<file path="src/rtl/core/rve_pkg.sv">
package rve_pkg;

    localparam int MAX_DIM      = 4096;
    localparam int DIM_W        = 13;
    localparam int STRENGTH_W   = 16;
    localparam int COORD_W      = 12;
    localparam int CHAN_W       = 8;
    localparam int DELTA_W      = 14;
    localparam int SQ_W         = 28;
    localparam int RAD_IN_W     = 44;
    localparam int ROOT_W       = 22;
    localparam int SQRT_REM_W   = 25;
    localparam int NUM_W        = 38;
    localparam int DIVISOR_W    = 17;
    localparam int E16_W        = 20;
    localparam int Q30_W        = 31;
    localparam int FACTOR_W     = 17;

    localparam int SQRT_STEPS   = 22;
    localparam int DIV_STEPS    = 20;
    localparam int SERIES_TERMS = 16;
    localparam int SQUARINGS    = 4;

    // dx, q, root steps, product, overflow check, quotient steps
    localparam int RAD_LAT  = 2 + SQRT_STEPS + 2 + DIV_STEPS;
    // three stages a term, squarings, rounding
    localparam int EXP_LAT  = 3 * SERIES_TERMS + SQUARINGS + 1;
    localparam int PIPE_LAT = RAD_LAT + EXP_LAT + 1;

    localparam logic [E16_W-1:0] E16_LIMIT = 20'd786432;

    localparam logic [1:0] REG_FRAME_WIDTH      = 2'd0;
    localparam logic [1:0] REG_FRAME_HEIGHT     = 2'd1;
    localparam logic [1:0] REG_FALLOFF_STRENGTH = 2'd2;

    localparam logic [DIM_W-1:0]      FRAME_WIDTH_RST  = 13'd640;
    localparam logic [DIM_W-1:0]      FRAME_HEIGHT_RST = 13'd480;
    localparam logic [STRENGTH_W-1:0] STRENGTH_RST     = 16'd205;

    typedef struct packed {
        logic             sat;
        logic [E16_W-1:0] e16;
    } expo_t;

endpackage

</file>
<file path="src/rtl/core/rve_radius.sv">
module rve_radius (
    input  logic                             aclk,
    input  logic                             en,
    input  logic [rve_pkg::COORD_W-1:0]      pixel_column,
    input  logic [rve_pkg::COORD_W-1:0]      pixel_row,
    input  logic [rve_pkg::DIM_W-1:0]        frame_width,
    input  logic [rve_pkg::DIM_W-1:0]        frame_height,
    input  logic [rve_pkg::STRENGTH_W-1:0]   falloff_strength,
    output rve_pkg::expo_t                   expo
);

    logic signed [rve_pkg::DELTA_W-1:0] dx_reg, dy_reg;
    logic signed [rve_pkg::SQ_W-1:0]    dx_sq, dy_sq;
    logic [rve_pkg::SQ_W-1:0]           q_reg;

    logic [rve_pkg::SQRT_REM_W-1:0] sq_rem_reg  [0:rve_pkg::SQRT_STEPS-1];
    logic [rve_pkg::ROOT_W-1:0]     sq_root_reg [0:rve_pkg::SQRT_STEPS-1];
    logic [rve_pkg::RAD_IN_W-1:0]   sq_v_reg    [0:rve_pkg::SQRT_STEPS-1];

    logic [rve_pkg::NUM_W-1:0]     num_reg;
    logic [rve_pkg::DIVISOR_W-1:0] divisor;
    logic                          sat_reg;
    logic [rve_pkg::DIVISOR_W:0]   rem0_reg;
    logic [rve_pkg::E16_W-1:0]     low0_reg;

    logic [rve_pkg::DIVISOR_W:0]   dv_rem_reg [0:rve_pkg::DIV_STEPS-1];
    logic [rve_pkg::E16_W-1:0]     dv_low_reg [0:rve_pkg::DIV_STEPS-1];
    logic [rve_pkg::E16_W-1:0]     dv_q_reg   [0:rve_pkg::DIV_STEPS-1];
    logic                          dv_sat_reg [0:rve_pkg::DIV_STEPS-1];

    assign divisor = {frame_height, 4'b0000};

    assign dx_sq = rve_pkg::SQ_W'(dx_reg) * rve_pkg::SQ_W'(dx_reg);
    assign dy_sq = rve_pkg::SQ_W'(dy_reg) * rve_pkg::SQ_W'(dy_reg);

    always_ff @(posedge aclk) begin
        if (en) begin
            dx_reg <= $signed({1'b0, pixel_column, 1'b0}) - $signed({1'b0, frame_width});
            dy_reg <= $signed({1'b0, pixel_row, 1'b0}) - $signed({1'b0, frame_height});
            q_reg  <= $unsigned(dx_sq) + $unsigned(dy_sq);
        end
    end

    // one root bit a stage
    for (genvar i = 0; i < rve_pkg::SQRT_STEPS; i++) begin : g_sqrt
        logic [rve_pkg::SQRT_REM_W-1:0] rem_in;
        logic [rve_pkg::ROOT_W-1:0]     root_in;
        logic [rve_pkg::RAD_IN_W-1:0]   v_in;
        logic [rve_pkg::SQRT_REM_W-1:0] rem_sh;
        logic [rve_pkg::SQRT_REM_W-1:0] trial;
        if (i == 0) begin : g_first
            assign rem_in  = '0;
            assign root_in = '0;
            assign v_in    = {q_reg, 16'h0000};
        end else begin : g_next
            assign rem_in  = sq_rem_reg[i-1];
            assign root_in = sq_root_reg[i-1];
            assign v_in    = sq_v_reg[i-1];
        end
        assign rem_sh = {rem_in[rve_pkg::SQRT_REM_W-3:0],
                         v_in[rve_pkg::RAD_IN_W-1-2*i -: 2]};
        assign trial  = {1'b0, root_in, 2'b01};
        always_ff @(posedge aclk) begin
            if (en) begin
                sq_v_reg[i] <= v_in;
                if (rem_sh >= trial) begin
                    sq_rem_reg[i]  <= rem_sh - trial;
                    sq_root_reg[i] <= {root_in[rve_pkg::ROOT_W-2:0], 1'b1};
                end else begin
                    sq_rem_reg[i]  <= rem_sh;
                    sq_root_reg[i] <= {root_in[rve_pkg::ROOT_W-2:0], 1'b0};
                end
            end
        end
    end

    always_ff @(posedge aclk) begin
        if (en) begin
            num_reg  <= falloff_strength * sq_root_reg[rve_pkg::SQRT_STEPS-1];
            sat_reg  <= num_reg[rve_pkg::NUM_W-1:rve_pkg::E16_W] >= {1'b0, divisor};
            rem0_reg <= num_reg[rve_pkg::NUM_W-1:rve_pkg::E16_W];
            low0_reg <= num_reg[rve_pkg::E16_W-1:0];
        end
    end

    // one quotient bit a stage
    for (genvar i = 0; i < rve_pkg::DIV_STEPS; i++) begin : g_div
        logic [rve_pkg::DIVISOR_W:0] rem_in;
        logic [rve_pkg::E16_W-1:0]   low_in;
        logic [rve_pkg::E16_W-1:0]   q_in;
        logic                        sat_in;
        logic [rve_pkg::DIVISOR_W:0] rem_sh;
        logic                        ge;
        if (i == 0) begin : g_first
            assign rem_in = rem0_reg;
            assign low_in = low0_reg;
            assign q_in   = '0;
            assign sat_in = sat_reg;
        end else begin : g_next
            assign rem_in = dv_rem_reg[i-1];
            assign low_in = dv_low_reg[i-1];
            assign q_in   = dv_q_reg[i-1];
            assign sat_in = dv_sat_reg[i-1];
        end
        assign rem_sh = {rem_in[rve_pkg::DIVISOR_W-1:0], low_in[rve_pkg::E16_W-1-i]};
        assign ge     = rem_sh >= {1'b0, divisor};
        always_ff @(posedge aclk) begin
            if (en) begin
                dv_low_reg[i] <= low_in;
                dv_sat_reg[i] <= sat_in;
                dv_q_reg[i]   <= {q_in[rve_pkg::E16_W-2:0], ge};
                dv_rem_reg[i] <= ge ? rem_sh - {1'b0, divisor} : rem_sh;
            end
        end
    end

    assign expo.sat = dv_sat_reg[rve_pkg::DIV_STEPS-1];
    assign expo.e16 = dv_q_reg[rve_pkg::DIV_STEPS-1];

endmodule

</file>
<file path="config.mk">
export PLATFORM = sky130hd
export DESIGN_NAME = rve_radius
export DESIGN_NICKNAME = d
export VERILOG_FILES = /design/src/rtl/core/rve_pkg.sv /design/src/rtl/core/rve_radius.sv
export SDC_FILE = /design/constraint.sdc
export NUM_CORES = 2
export LEC_CHECK = 0
export BUFFER_PORTS_ARGS = -buffer_cell sky130_fd_sc_hd__buf_2
export CAP_MARGIN = 20
export CORE_ASPECT_RATIO = 0.8
export CORE_MARGIN = 2
export CORE_UTILIZATION = 50
export CTS_CLUSTER_DIAMETER = 50
export DETAILED_ROUTE_END_ITERATION = 8
export GPL_TIMING_DRIVEN = 1
export PLACE_DENSITY = 0.77
export SYNTH_ARGS = -nofsm -noshare
export SYNTH_HDL_FRONTEND = slang
export SYNTH_SLANG_ARGS = --single-unit
</file>
<file path="constraint.sdc">
create_clock -name aclk -period 7.4 [get_ports aclk]
set_input_delay 1.48 -clock aclk [delete_from_list [all_inputs] [get_ports aclk]]
set_output_delay 1.48 -clock aclk [all_outputs]
set_load 0.05 [all_outputs]
</file>
---- Word level (Yosys, flattened, before mapping) ----
Memory sizes are Yosys's and may differ from the RTL's.
Cells that the tools add are included.
word-level totals
  memory bits (writable) .................. 3182
  output and inout bits ................... 21
  memories ................................ 7
  input port bits ......................... 68
  logic and storage cells ................. 347
  bits in registers ....................... 132
cells by class
  multiplexer cells ....................... 198
  add/subtract/negate cells ............... 45
  bitwise logic cells ..................... 44
  multiply operators ...................... 3
  order comparisons ....................... 43
memory list
  name         depth  bits a word  read ports  clocked after memory_dff  wr ports  RTL line          text
  sq_v_reg     22     44           21          0                         22        rve_radius.sv:18  logic [rve_pkg::RAD_IN_W-1:0] sq_v_reg [0:rve_pkg::SQRT_STEPS-1];
  sq_rem_reg   22     25           21          0                         22        rve_radius.sv:16  logic [rve_pkg::SQRT_REM_W-1:0] sq_rem_reg [0:rve_pkg::SQRT_STEPS-1];
  sq_root_reg  22     22           22          0                         22        rve_radius.sv:17  logic [rve_pkg::ROOT_W-1:0] sq_root_reg [0:rve_pkg::SQRT_STEPS-1];
  dv_low_reg   20     20           19          0                         20        rve_radius.sv:27  logic [rve_pkg::E16_W-1:0] dv_low_reg [0:rve_pkg::DIV_STEPS-1];
  dv_q_reg     20     20           20          0                         20        rve_radius.sv:28  logic [rve_pkg::E16_W-1:0] dv_q_reg [0:rve_pkg::DIV_STEPS-1];
  dv_rem_reg   20     18           19          0                         20        rve_radius.sv:26  logic [rve_pkg::DIVISOR_W:0] dv_rem_reg [0:rve_pkg::DIV_STEPS-1];
  +1 memories  -      -            -           -                         -         -
operator list
  operator                                             count
  two-way mux 25 bit                                   22
  >= comparator 25 x 24 -> 1 bit                       21
  subtractor 25 x 24 -> 25 bit                         21
  two-way mux 22 bit                                   22
  >= comparator 18 x 17 -> 1 bit                       21
  two-way mux 18 bit                                   20
  subtractor 18 x 17 -> 18 bit                         20
  two-way mux 1 bit                                    134
  multiplier 14 x 14 -> 28 bit                         2
  bitwise OR 1 bit                                     44
  multiplier 16 x 22 -> 38 bit                         1
  adder 28 bit                                         1
  subtractor 13 x 13 -> 14 bit                         2
  subtractor 2 x 1 -> 3 bit, second input constant     1
  >= comparator 2 x 1 -> 1 bit, second input constant  1

---- Depth between registers and ports, before layout ----
An unclocked memory read counts as a cell.
  depth in word-level cells ............... 6
  gate-level depth with buffers ........... 27
  gate-level depth less buffers ........... 26

---- Worst setup path after synthesis ----
Ideal clock, no wire load.
  kind .................................... input -> register
  start point ............................. in falloff_strength[1] (netlist bit)
  end point ............................... reg num_reg[37] (netlist bit) (data pin)
  setup slack ............................. 75 ps
  path buffers ............................ 1
  stages .................................. 23
  required time ........................... 7140 ps
  library setup time ...................... 260 ps
  arrival time ............................ 7065 ps
  cells stage by stage .................... clkbuf_1 nand2_1 fa_1 inv_1 fa_1 inv_1 fa_1 fa_1 inv_1 fa_1 inv_1 fa_1 inv_1 ha_1 a21oi_1 o21ai_0 a221oi_1 o21ai_0 a211o_1 o221a_2 a211o_1 a21oi_1 xnor2_1
on the way
  longest elaborated chain between the ends .. 1
RTL lines
  element                       RTL line          text
  start: declaration            rve_radius.sv:8   input logic [rve_pkg::STRENGTH_W-1:0] falloff_strength,
  multiplier 16 x 22 -> 38 bit  rve_radius.sv:79  num_reg <= falloff_strength * sq_root_reg[rve_pkg::SQRT_STEPS-1];
  end signal: assignment        rve_radius.sv:79
  end: declaration              rve_radius.sv:20  logic [rve_pkg::NUM_W-1:0] num_reg;
Every way passes these cells.
A chain may end at the register's enable or synchronous reset.

---- Worst setup path after layout ----
  start point ............................. reg dy_reg[13] (netlist bit)
  end point ............................... reg q_reg[27] (netlist bit) (data pin)
on the way
  longest elaborated chain between the ends .. 2
RTL lines
  element                       RTL line          text
  start: declaration            rve_radius.sv:12  logic signed [rve_pkg::DELTA_W-1:0] dx_reg, dy_reg;
  start signal: assignment      rve_radius.sv:39  dy_reg <= $signed({1'b0, pixel_row, 1'b0}) - $signed({1'b0, frame_height});
  multiplier 14 x 14 -> 28 bit  rve_radius.sv:34  assign dy_sq = rve_pkg::SQ_W'(dy_reg) * rve_pkg::SQ_W'(dy_reg);
  adder 28 bit                  rve_radius.sv:40  q_reg <= $unsigned(dx_sq) + $unsigned(dy_sq);
  end signal: assignment        rve_radius.sv:40
  end: declaration              rve_radius.sv:14  logic [rve_pkg::SQ_W-1:0] q_reg;
Every way passes these cells.

==> flow_summary.yaml <==
yosys:
  synth_cells: 9111
  ys_async_sr_fraction_pct: 0
  synth-edff-count: 1756
  synthesis.area_sq_um: 109900
  postSynthAreaPerCell_sq_um: 12.06
  mappedNetlistNets: 10670
  synth_warnings: 0
  ys.flop_type: "edfxtp_1"
  ys_seq_elements: 1757
  synth_cell_types: 82
  ys_seq_area_share_pct: 48.00
timing:
  post-route-min-period_ns: 7.178
  setup_ws_ns: 0.2220
  final-setup-viol-count: 0
  skew_ns: 0.1029
  holdWs_ns: 0.3236
  slew_headroom_pct: 23.50
  fin_crit_sh_pct: 97.00
  hold_viol: 0
  max_clock_freq_mhz: 139.3
  rsz0062_at_grt: "no"
  tightest_slew_ns: 1.146
  drv_slew: 0
setup_path:
  end_kind: "flop"
  rr_worst_depth: 23
  cp-start-kind: "flop"
  crit_arrival_ns: 7.73
  crit_type: "reg -> reg"
  worstPathRequired_ns: 7.95
  worstPathMaxFanout: 4
clock_tree:
  clkTransAtPathRegs_ns: 0.06
  htree_levels: 4
  clock-sinks: 1757
  clock_tree.root_cell: "clkbuf_16"
  cts_buffers: 190
  cts_tree: "done"
  cts.path.max_buffers: 4
  insertion_delay_ns: 0.89
min_path:
  whs_path_depth: 0
  hold_class: "reg -> reg"
die:
  ios: 89
  die_width_microns: 528.2
  die_h_microns: 423.3
  die_area_sq_um: 223600
  coreArea_sq_um: 217900
  rows: 153
  start_util_pct: 50.45
flow_run:
  drv_cap: 0
route:
  wl_mm: 236.5
  vias_per_cell: 5.523
  drtPass1Iterations: 6
  detail-route-antenna-nets: 0
  wl_per_cell_microns: 18.95
  drc_errors: 0
  vias: 68940
  drtIter0Drc: 5673
finish:
  fillCellCount: 17380
  num_antenna_cells: 0
  nNetsFinal: 11030
  final_cells: 12480
  largest_reg_flops: 447
  final-seq-area_sq_um: 52750
  final_common_cell: "edfxtp_1"
  drive_gt1_share_pct: 10.25
  layout_common_cells: "1,756 x edfxtp_1, 1,207 x inv_1, 795 x nand2_1, 784 x ha_1, 707 x fa_1"
  multi_input_area_sq_um: 51880
  post-route-util_pct: 55.95
  syn_to_final_growth_pct: 10.91
global_route:
  grt_antenna_before_repair: 6
  track_usage_pct: 21.21
  overflow: 0
  grt_pass1_vias: 70410
  grt_pass1_wl_mm: 379.8
  grt_max_degree: 160
placed_design:
  hpwl_mm: 177.5
  routabilityCongestion: 0.9026
  dp.cells: 12100
  dp_slack_ns: -0.3338
  io_buffers: 88
outcome:
  status: "completed"
==> kinds of logic after synthesis <==
group,synth area share [%]
AND/OR/NAND/NOR,10.30
flip-flops,48.00
adder cells (fa/ha/maj),21.87
buffers and inverters,4.901
AO/OA/AOI/OAI,7.393
XOR/XNOR,4.702
multiplexers,2.835
other,0.003412
==> cell usage after synthesis (all sizes together), types with 17 or more instances <==
master	n	area [sq um]
or2	34	212.7
and3	27	168.9
nor4	71	459.2
o41ai	19	166.4
a21oi	333	1667
a2111oi	22	198.9
o211ai	35	267.8
mux2i	48	480.5
xor2	250	2190
buf	24	172.7
or3	57	366.6
nor2	398	1494
o21a	89	668.1
and2	228	1426
nand4b	21	183.9
nand3	105	525.5
o21ai	365	1827
o31ai	31	232.7
fa	710	14210
clkbuf	180	675.7
a21o	128	960.9
mux2	234	2635
nand3b	19	142.6
a211oi	52	390.4
xnor2	340	2978
nor2b	130	813.3
inv	1209	4538
nand2	795	2984
a41o	17	170.2
nor3	166	830.8
ha	785	9822
edfxtp	1756	52730
or4	38	292.8
nand2b	83	519.3
o21bai	23	172.7
nand4	71	444.2
a21boi	39	292.8
==> metal layers <==
layer / track usage [%] / vias to the layer above / routed length, microns
li1: - / 32470 / -
met1: 30.89 / 34000 / 108500
met2: 32.63 / 2081 / 105400
met3: 4.084 / 387 / 16950
met4: 5.432 / 0 / 5727
met5: 0 / - / 0
==> critical path, stage by stage, from the launching register on <==
cell and delay (ns):
edfxtp_1 0.49, buf_4 0.19, and2_1 0.18, inv_1 0.10
buf_4 0.15, fa_1 0.46, fa_1 0.56, inv_1 0.06
fa_1 0.49, fa_1 0.59, fa_1 0.43, fa_1 0.52
fa_1 0.43, ha_1 0.31, ha_1 0.33, o21a_1 0.20
o21ai_0 0.13, nand2b_1 0.08, and2_1 0.19, o22a_2 0.27
a221oi_2 0.28, buf_4 0.20, o311ai_1 0.13, xnor2_1 0.17
==> per-stage QoR <==
stage / instance area, sq um / TNS [ns]
5_1_grt: 121900 / 0
3_3_place_gp: 115000 / -0.9745
2_1_floorplan: 109900 / 0
3_5_place_dp: 115000 / -1.880
6_report: 121900 / 0
4_1_cts: 121600 / 0
==> layout make-up <==
cell class | count | area share, %
clock buffers | 206 | 3.950
clock inverters | 134 | 1.327
inverters | 1209 | 3.723
multi-input cells | 5941 | 42.56
flip-flops and latches | 1757 | 43.27
well taps | 2867 | 2.943
repair buffers | 369 | 2.222
==> final timing paths <==
| path | from | to | slack [ns] |
|---|---|---|---|
| setup / recovery | dy_reg[13] | q_reg[27] | 0.22 |
| hold / removal | dv_low_reg[0][45] | dv_low_reg[0][65] | 0.32 |
| setup reg to reg | dy_reg[13] | q_reg[27] | 0.22 |
| hold reg to reg | dv_low_reg[0][45] | dv_low_reg[0][65] | 0.32 |
==> what timing repair did <==
item / 4_1_cts / 5_1_grt
hold buffers: 0 / 0
resized for setup: 1 / 17
pin swaps: 0 / 3
setup endpoints to repair: 3 / 5
setup buffers: 25 / 17
Power is left out: the tool's default activity adds up to more than one toggle a clock period on the data nets, which glitch-free logic cannot reach.
